`src/rtl/core/fcd_pkg.sv`:
```
// shared constants, codes and control types of the fault confirmation debouncer
package fcd_pkg;

  localparam int TABLE_ENTRIES = 64;
  localparam int KEY_BITS      = 64;

  localparam int IDX_W = $clog2(TABLE_ENTRIES);
  localparam int CNT_W = $clog2(TABLE_ENTRIES + 1);

  localparam int STREAK_W = 8;
  localparam int REPEAT_W = 32;
  localparam int FRESH_W  = 7;
  localparam int TIME_W   = 32;
  localparam int PERIOD_W = 31;

  // key table word: key, reported flag, repeat count
  localparam int KA_W = KEY_BITS + 1 + REPEAT_W;

  localparam int IN_DATA_W  = 96;
  localparam int OUT_DATA_W = 56;
  localparam int CFG_IDX_W  = 2;
  localparam int CFG_DATA_W = 31;

  localparam logic [PERIOD_W-1:0] PERIOD_RESET  = PERIOD_W'(30000);
  localparam logic [STREAK_W-1:0] CONFIRM_RESET = STREAK_W'(3);
  localparam logic [FRESH_W-1:0]  CAP_RESET     = FRESH_W'(8);

  typedef enum logic [1:0] {
    FUNC_POLL = 2'd0,
    FUNC_FAIL = 2'd1,
    FUNC_END  = 2'd2
  } fcd_func_t;

  typedef enum logic [CFG_IDX_W-1:0] {
    CFG_ENABLE  = 2'd0,
    CFG_PERIOD  = 2'd1,
    CFG_CONFIRM = 2'd2,
    CFG_CAP     = 2'd3
  } fcd_cfg_idx_t;

  typedef enum logic [2:0] {
    ST_IDLE,
    ST_DECODE,
    ST_LOOKUP,
    ST_UPDATE,
    ST_WALK,
    ST_EMIT
  } fcd_state_t;

  // result word, run_due in bit 0
  typedef struct packed {
    logic [FRESH_W-1:0]  fresh_total;
    logic [REPEAT_W-1:0] repeat_count;
    logic [STREAK_W-1:0] streak_now;
    logic                not_in_run;
    logic                table_full;
    logic                dropped_over_cap;
    logic                report_new;
    logic                run_due;
  } fcd_res_t;

  typedef struct packed {
    logic capture;
    logic do_poll;
    logic not_in_run;
    logic lk_start;
    logic lk_step;
    logic do_update;
    logic walk_start;
    logic walk_step;
    logic do_end;
    logic load_out;
  } fcd_cmd_t;

  typedef struct packed {
    fcd_func_t func;
    logic      run_open;
    logic      lk_hit;
    logic      lk_miss;
    logic      walk_done;
    logic      out_free;
  } fcd_sts_t;

endpackage

```
`src/rtl/core/fcd_ctrl.sv`:
```
// sequencing state machine of the fault confirmation debouncer
module fcd_ctrl (
  input  logic              clk,
  input  logic              rst_n,
  input  logic              in_tvalid,
  output logic              in_tready,
  input  fcd_pkg::fcd_sts_t sts,
  output fcd_pkg::fcd_cmd_t cmd
);

  fcd_pkg::fcd_state_t state_r;
  fcd_pkg::fcd_state_t state_nxt;

  always_ff @(posedge clk) begin
    if (!rst_n) begin
      state_r <= fcd_pkg::ST_IDLE;
    end else begin
      state_r <= state_nxt;
    end
  end

  always_comb begin
    state_nxt = state_r;
    cmd       = '0;
    in_tready = 1'b0;
    case (state_r)
      fcd_pkg::ST_IDLE: begin
        in_tready = 1'b1;
        if (in_tvalid) begin
          cmd.capture = 1'b1;
          state_nxt   = fcd_pkg::ST_DECODE;
        end
      end
      fcd_pkg::ST_DECODE: begin
        state_nxt = fcd_pkg::ST_EMIT;
        case (sts.func)
          fcd_pkg::FUNC_POLL: begin
            cmd.do_poll = 1'b1;
          end
          fcd_pkg::FUNC_FAIL: begin
            if (!sts.run_open) begin
              cmd.not_in_run = 1'b1;
            end else begin
              cmd.lk_start = 1'b1;
              state_nxt    = fcd_pkg::ST_LOOKUP;
            end
          end
          fcd_pkg::FUNC_END: begin
            if (!sts.run_open) begin
              cmd.not_in_run = 1'b1;
            end else begin
              cmd.walk_start = 1'b1;
              state_nxt      = fcd_pkg::ST_WALK;
            end
          end
          default: begin
            state_nxt = fcd_pkg::ST_EMIT;
          end
        endcase
      end
      fcd_pkg::ST_LOOKUP: begin
        cmd.lk_step = 1'b1;
        if (sts.lk_hit || sts.lk_miss) begin
          state_nxt = fcd_pkg::ST_UPDATE;
        end
      end
      fcd_pkg::ST_UPDATE: begin
        cmd.do_update = 1'b1;
        state_nxt     = fcd_pkg::ST_EMIT;
      end
      fcd_pkg::ST_WALK: begin
        if (sts.walk_done) begin
          cmd.do_end = 1'b1;
          state_nxt  = fcd_pkg::ST_EMIT;
        end else begin
          cmd.walk_step = 1'b1;
        end
      end
      fcd_pkg::ST_EMIT: begin
        if (sts.out_free) begin
          cmd.load_out = 1'b1;
          state_nxt    = fcd_pkg::ST_IDLE;
        end
      end
      default: begin
        state_nxt = fcd_pkg::ST_IDLE;
      end
    endcase
  end

endmodule

```
`config.mk`:
```
export PLATFORM = sky130hd
export DESIGN_NAME = fcd_ctrl
export DESIGN_NICKNAME = d
export VERILOG_FILES = /design/src/rtl/core/fcd_pkg.sv /design/src/rtl/core/fcd_ctrl.sv
export SDC_FILE = /design/constraint.sdc
export NUM_CORES = 1
export LEC_CHECK = 0
export CORE_AREA = 2 2 39 41
export CTS_CLUSTER_DIAMETER = 100
export DETAILED_ROUTE_END_ITERATION = 10
export DIE_AREA = 0 0 41 43
export DONT_BUFFER_PORTS = 1
export REMOVE_ABC_BUFFERS = 1
export SLEW_MARGIN = 10
export SYNTH_ARGS = -nofsm -noshare
export SYNTH_HDL_FRONTEND = slang
export SYNTH_SLANG_ARGS = --single-unit
```
`constraint.sdc`:
```
create_clock -name clk -period 3.4 [get_ports clk]
set_input_delay 0.17 -clock clk [delete_from_list [all_inputs] [get_ports clk]]
set_output_delay 0.17 -clock clk [all_outputs]
set_load 0.005 [all_outputs]
```
# [After elaboration in Yosys (flattened, before gate mapping)]
# Cells that the tools add are included.
[classes] mux=26 eq_ne=11 n_reduce_logical=5
[ops] cell="3-bit two-way mux" count=6
[ops] cell="3-bit case mux with 6 select lines" count=1
[ops] cell="1-bit two-way mux" count=17
[ops] cell="2-bit != test (second input constant)" count=4
[ops] cell="3-bit by 2-bit == test with 1-bit output (second input constant)" count=2
[ops] cell="3-bit == test (second input constant)" count=2
[ops] cell="3-bit case mux with 2 select lines" count=1
[ops] cell="4-bit AND reduction" count=1
[ops] cell="3-bit by 1-bit == test with 1-bit output (second input constant)" count=1
[ops] cell="3-bit logical NOT" count=1
[ops] cell="2-bit by 1-bit == test with 1-bit output (second input constant)" count=1
[ops] cell="2-bit == test (second input constant)" count=1
[ops] cell="2-bit logical NOT" count=1
[ops] cell="2-bit two-way mux" count=1
[ops] cell="2-bit OR reduction" count=1
[ops] cell="1-bit logical OR" count=1
[word_totals] elab_cells=43 regBits=3 inputBits=10 out_inout_bits=11

# [Depth between registers and ports, before layout]
[depth] word_depth=4 ltp_mapped=6 mapped_depth_nobuf=6

# [Worst setup path before layout]
# No wires, ideal clock.
[synth_path] path_type="register -> register" from="reg state_r[1]" to="reg state_r[0]" slack_ns=2.016 stages_incl_launch_ff=6 synth_period_minus_slack_ns=1.384 setup_time_ns=0.116 arrival_ns=1.268 t_required_ns=3.284 n_path_buf=1 path_cell_list="dfxtp_1 -> buf_6 -> or4b_1 -> a21oi_2 -> nor2_1 -> a31o_1"
[synth_between] elab_chain_len=3 word_cells_on_any_way=12 cone_classes="eq/ne: 9; mux: 1; reduce/logical: 2"
[synth_lines] item="from (decl)" line="fcd_ctrl.sv:11" text="fcd_pkg::fcd_state_t state_r;"
[synth_lines] item="from (signal assigned)" line="fcd_ctrl.sv:16" text="state_r <= fcd_pkg::ST_IDLE;"
[synth_lines] item="from (signal assigned)" line="fcd_ctrl.sv:18" text="state_r <= state_nxt;"
[synth_lines] item="3-bit by 2-bit == test with 1-bit output, or another cell as far along" line="fcd_ctrl.sv:26" text="case (state_r)"
[synth_lines] item="2-bit != test (no line)"
[synth_lines] item="4-bit AND reduction (no line)"
# Several ways; a longest one is shown, not always the timed one.
# A chain may end at the register's enable or synchronous reset.

# [Worst setup path after layout]
[layout_path] from="reg state_r[2]" to="reg state_r[2]"
# Same word-level chain as after synthesis.

==> run_summary.xml <==
<?xml version="1.0" encoding="UTF-8"?>
<metrics>
  <group name="logic_synthesis">
    <metric name="synth_xor_area_frac" unit="">0</metric>
    <metric name="syn_avg_cell_area" unit="µm²">7.385</metric>
    <metric name="post_synth_fa_ha_maj_area_fraction" unit="">0.1329</metric>
    <metric name="synthesis.instances" unit="">51</metric>
    <metric name="synth-simple-area-share" unit="">0.4352</metric>
    <metric name="yosysWarningCount" unit="">0</metric>
    <metric name="netlist_area" unit="µm²">376.6</metric>
    <metric name="synth.distinct_cells" unit="">27</metric>
    <metric name="synth_top_family_by_area" unit="">simple AND/OR/NAND/NOR gates</metric>
    <metric name="seq_area_frac_synth" unit="">0.1595</metric>
    <metric name="synth_compound_area_frac" unit="">0.1694</metric>
    <metric name="synth_seq_cells" unit="">3</metric>
    <metric name="synthMuxAreaShare" unit="">0</metric>
  </group>
  <group name="power">
    <metric name="power-per-cell-area" unit="nW/µm²">370.2</metric>
    <metric name="irDropWorstVdd" unit="V">0.0001164</metric>
    <metric name="fin_total_pwr" unit="µW">147.7</metric>
    <metric name="power.leakage" unit="µW">0.0001926</metric>
  </group>
  <group name="cts">
    <metric name="cts_hold_repair.buffers" unit="">0</metric>
    <metric name="cts.sink_count" unit="">3</metric>
    <metric name="cts-buffers-inserted" unit="">3</metric>
    <metric name="clkSlewWorstSetupHoldPaths" unit="ns">0.04</metric>
    <metric name="cts_root_buffer" unit="">clkbuf_4</metric>
    <metric name="cts_tree" unit="">done</metric>
    <metric name="clock_tree.buffer_depth" unit="">2</metric>
    <metric name="cts_max_level" unit="">1</metric>
    <metric name="cts_resized" unit="">0</metric>
    <metric name="post-cts-setup-buffers" unit="">0</metric>
    <metric name="worstSkewPairLatency" unit="ns">0.23</metric>
  </group>
  <group name="critical_path">
    <metric name="path_max_fanout" unit="">16</metric>
    <metric name="timing.critical_path.arrival" unit="ns">1.75</metric>
    <metric name="cp.buffers_inverters" unit="">0</metric>
    <metric name="req_time_crit_path" unit="ns">3.56</metric>
    <metric name="path_class" unit="">reg2reg</metric>
    <metric name="cp-end-kind" unit="">flip-flop</metric>
    <metric name="crit_path_start_kind" unit="">flip-flop</metric>
    <metric name="worst_path_dominant_cell_family" unit="">simple AND/OR/NAND/NOR gates</metric>
    <metric name="timing.critical_path.slowest_stage_cell" unit="">dfxtp_1</metric>
    <metric name="critical-path-max-stage-delay" unit="ns">0.57</metric>
    <metric name="crit_chain" unit="">or4b_1 &gt; a21oi_2 &gt; or4_1 &gt; a21oi_1</metric>
  </group>
  <group name="routing">
    <metric name="routed_wl" unit="µm">793</metric>
    <metric name="postRouteAntennaNets" unit="">0</metric>
    <metric name="drt-initial-drc-count" unit="">4</metric>
    <metric name="detailroute.via_count" unit="">355</metric>
    <metric name="residual_drc_count" unit="">0</metric>
    <metric name="first_pass_iters" unit="">2</metric>
    <metric name="wire_per_inst" unit="µm">11.66</metric>
    <metric name="vias_per_cell" unit="">5.221</metric>
  </group>
  <group name="finish">
    <metric name="largest_register_ff_count" unit="">3</metric>
    <metric name="area_growth" unit="%">5.980</metric>
    <metric name="number_of_fill_cells" unit="">158</metric>
    <metric name="biggestRegsByFlops" unit="">state_r (3)</metric>
    <metric name="most_used_cells_in_the_layout_excluding_fill_and_tap_cells" unit="">nor2_1, and3_1, inv_1, nand2_1, ha_1</metric>
    <metric name="nNetsFinal" unit="">67</metric>
    <metric name="post_route_cells_drive_above_1_share" unit="">0.09615</metric>
    <metric name="area.sequential" unit="µm²">60.06</metric>
    <metric name="area_of_the_multi_input_gates" unit="µm²">277.8</metric>
    <metric name="insertedDiodeCount" unit="">0</metric>
    <metric name="largest_register_by_flop_count" unit="">state_r</metric>
  </group>
  <group name="sta">
    <metric name="hold_viol_final" unit="">0</metric>
    <metric name="setup_tns" unit="ns">0</metric>
    <metric name="layout_worst_path_cycle_share" unit="">0.4697</metric>
    <metric name="post-route-min-period" unit="ns">1.597</metric>
    <metric name="worst-slew-pin-transition" unit="ns">0.4186</metric>
    <metric name="finalSetupViolations" unit="">0</metric>
    <metric name="grt_setup_unrepaired" unit="">no</metric>
    <metric name="fin_worst_hold_slack" unit="ns">0.07792</metric>
    <metric name="max_freq" unit="MHz">626.2</metric>
    <metric name="timing.clock.skew" unit="ns">0.0001988</metric>
    <metric name="final_max_slew_viol_count" unit="">0</metric>
    <metric name="slew-limit-headroom" unit="">0.7206</metric>
  </group>
  <group name="global_route">
    <metric name="grt_start_max_net_pins" unit="">17</metric>
    <metric name="grt_pass1_vias" unit="">316</metric>
    <metric name="grt_overflow" unit="">0</metric>
    <metric name="antenna_found_initial" unit="">0</metric>
    <metric name="first_pass_grt_wire_length" unit="µm">1186</metric>
    <metric name="tot_gr_track_use" unit="">0.09739</metric>
  </group>
  <group name="floorplan">
    <metric name="die_height" unit="µm">43</metric>
    <metric name="coreArea" unit="µm²">1384</metric>
    <metric name="dieWidth" unit="µm">41</metric>
    <metric name="core.rowCount" unit="">14</metric>
    <metric name="initial_cell_density_of_the_core" unit="">0.2722</metric>
    <metric name="fp.dieArea" unit="µm²">1763</metric>
    <metric name="io-pin-count" unit="">21</metric>
  </group>
  <group name="place">
    <metric name="detailed_place_hpwl" unit="µm">632.2</metric>
    <metric name="io_buffer_count" unit="">0</metric>
    <metric name="place_congestion" unit="">0.7319</metric>
  </group>
  <group name="run_status">
    <metric name="outcome" unit="">completed</metric>
  </group>
  <group name="job">
    <metric name="drv.max_cap_violation_count" unit="">0</metric>
  </group>
  <group name="hold_path">
    <metric name="holdCritPathClass" unit="">in2reg</metric>
  </group>
</metrics>
cells by family (layout without fill, tap and decap cells):
group / after synthesis / in the layout
flip-flops: 3 / 3
AO/OA/AOI/OAI: 10 / 10
buffers and inverters: 7 / 8
adder cells (fa/ha/maj): 4 / 4
AND/OR/NAND/NOR: 27 / 27
power breakdown:
part	total [µW]	switching [µW]	internal [µW]
clock network	62.1	18.1	44.0
logic	37.4	19.4	18.0
registers	48.3	9.40	38.9
total	148	46.9	101
Yosys cell counts, drive strengths merged:
cell type  number  area share
and3            5       0.083
nor2            5       0.050
a21oi           4       0.063
ha              4        0.13
inv             4       0.040
nand2           4       0.040
buf             3       0.063
dfxtp           3        0.16
and2            2       0.033
o21ai           2       0.027
or4b            2       0.053
a21boi          1       0.020
a31o            1       0.023
a31oi           1       0.017
and2b           1       0.020
and4b           1       0.027
nand3b          1       0.020
nor2b           1       0.017
nor3            1       0.013
nor3b           1       0.020
o21bai          1       0.020
or3             1       0.017
or3b            1       0.023
or4             1       0.020
final timing paths:
check | startpoint | to | slack, ns | cells past startpoint
worst max-delay path | state_r[2] | state_r[2] | 1.80 | 4
worst min register to register | state_r[1] | state_r[1] | 0.64 | 2
worst min-delay path | rst_n | state_r[0] | 0.08 | 1
worst max register to register | state_r[2] | state_r[2] | 1.80 | 4
cell type report:
cell class,instances,area share
tap,16,0.05016
inverter,4,0.03762
clock buffer,4,0.06583
sequential,3,0.1505
multi-input combinational,41,0.6959
stage by stage:
stage                     area [µm²]  cells  utilization  setup slack, ns
after floorplan                352.8     48            -            1.943
after global placement         372.9     64       0.2694            1.847
after detailed placement       372.9     64       0.2694            1.799
after CTS                      399.1     68       0.2884            1.792
after global routing           399.1     68       0.2884            1.704
final                          399.1     68       0.2884            1.803
routing by layer:
metal / track usage / vias to the layer above / wire length, µm
li1: - / 179 / -
met3: 0.05236 / 0 / 70
met5: 0 / - / 0
met1: 0.1254 / 161 / 340
met2: 0.1406 / 15 / 382
met4: 0.02000 / 0 / 0
(Power assumes the default switching activity.)
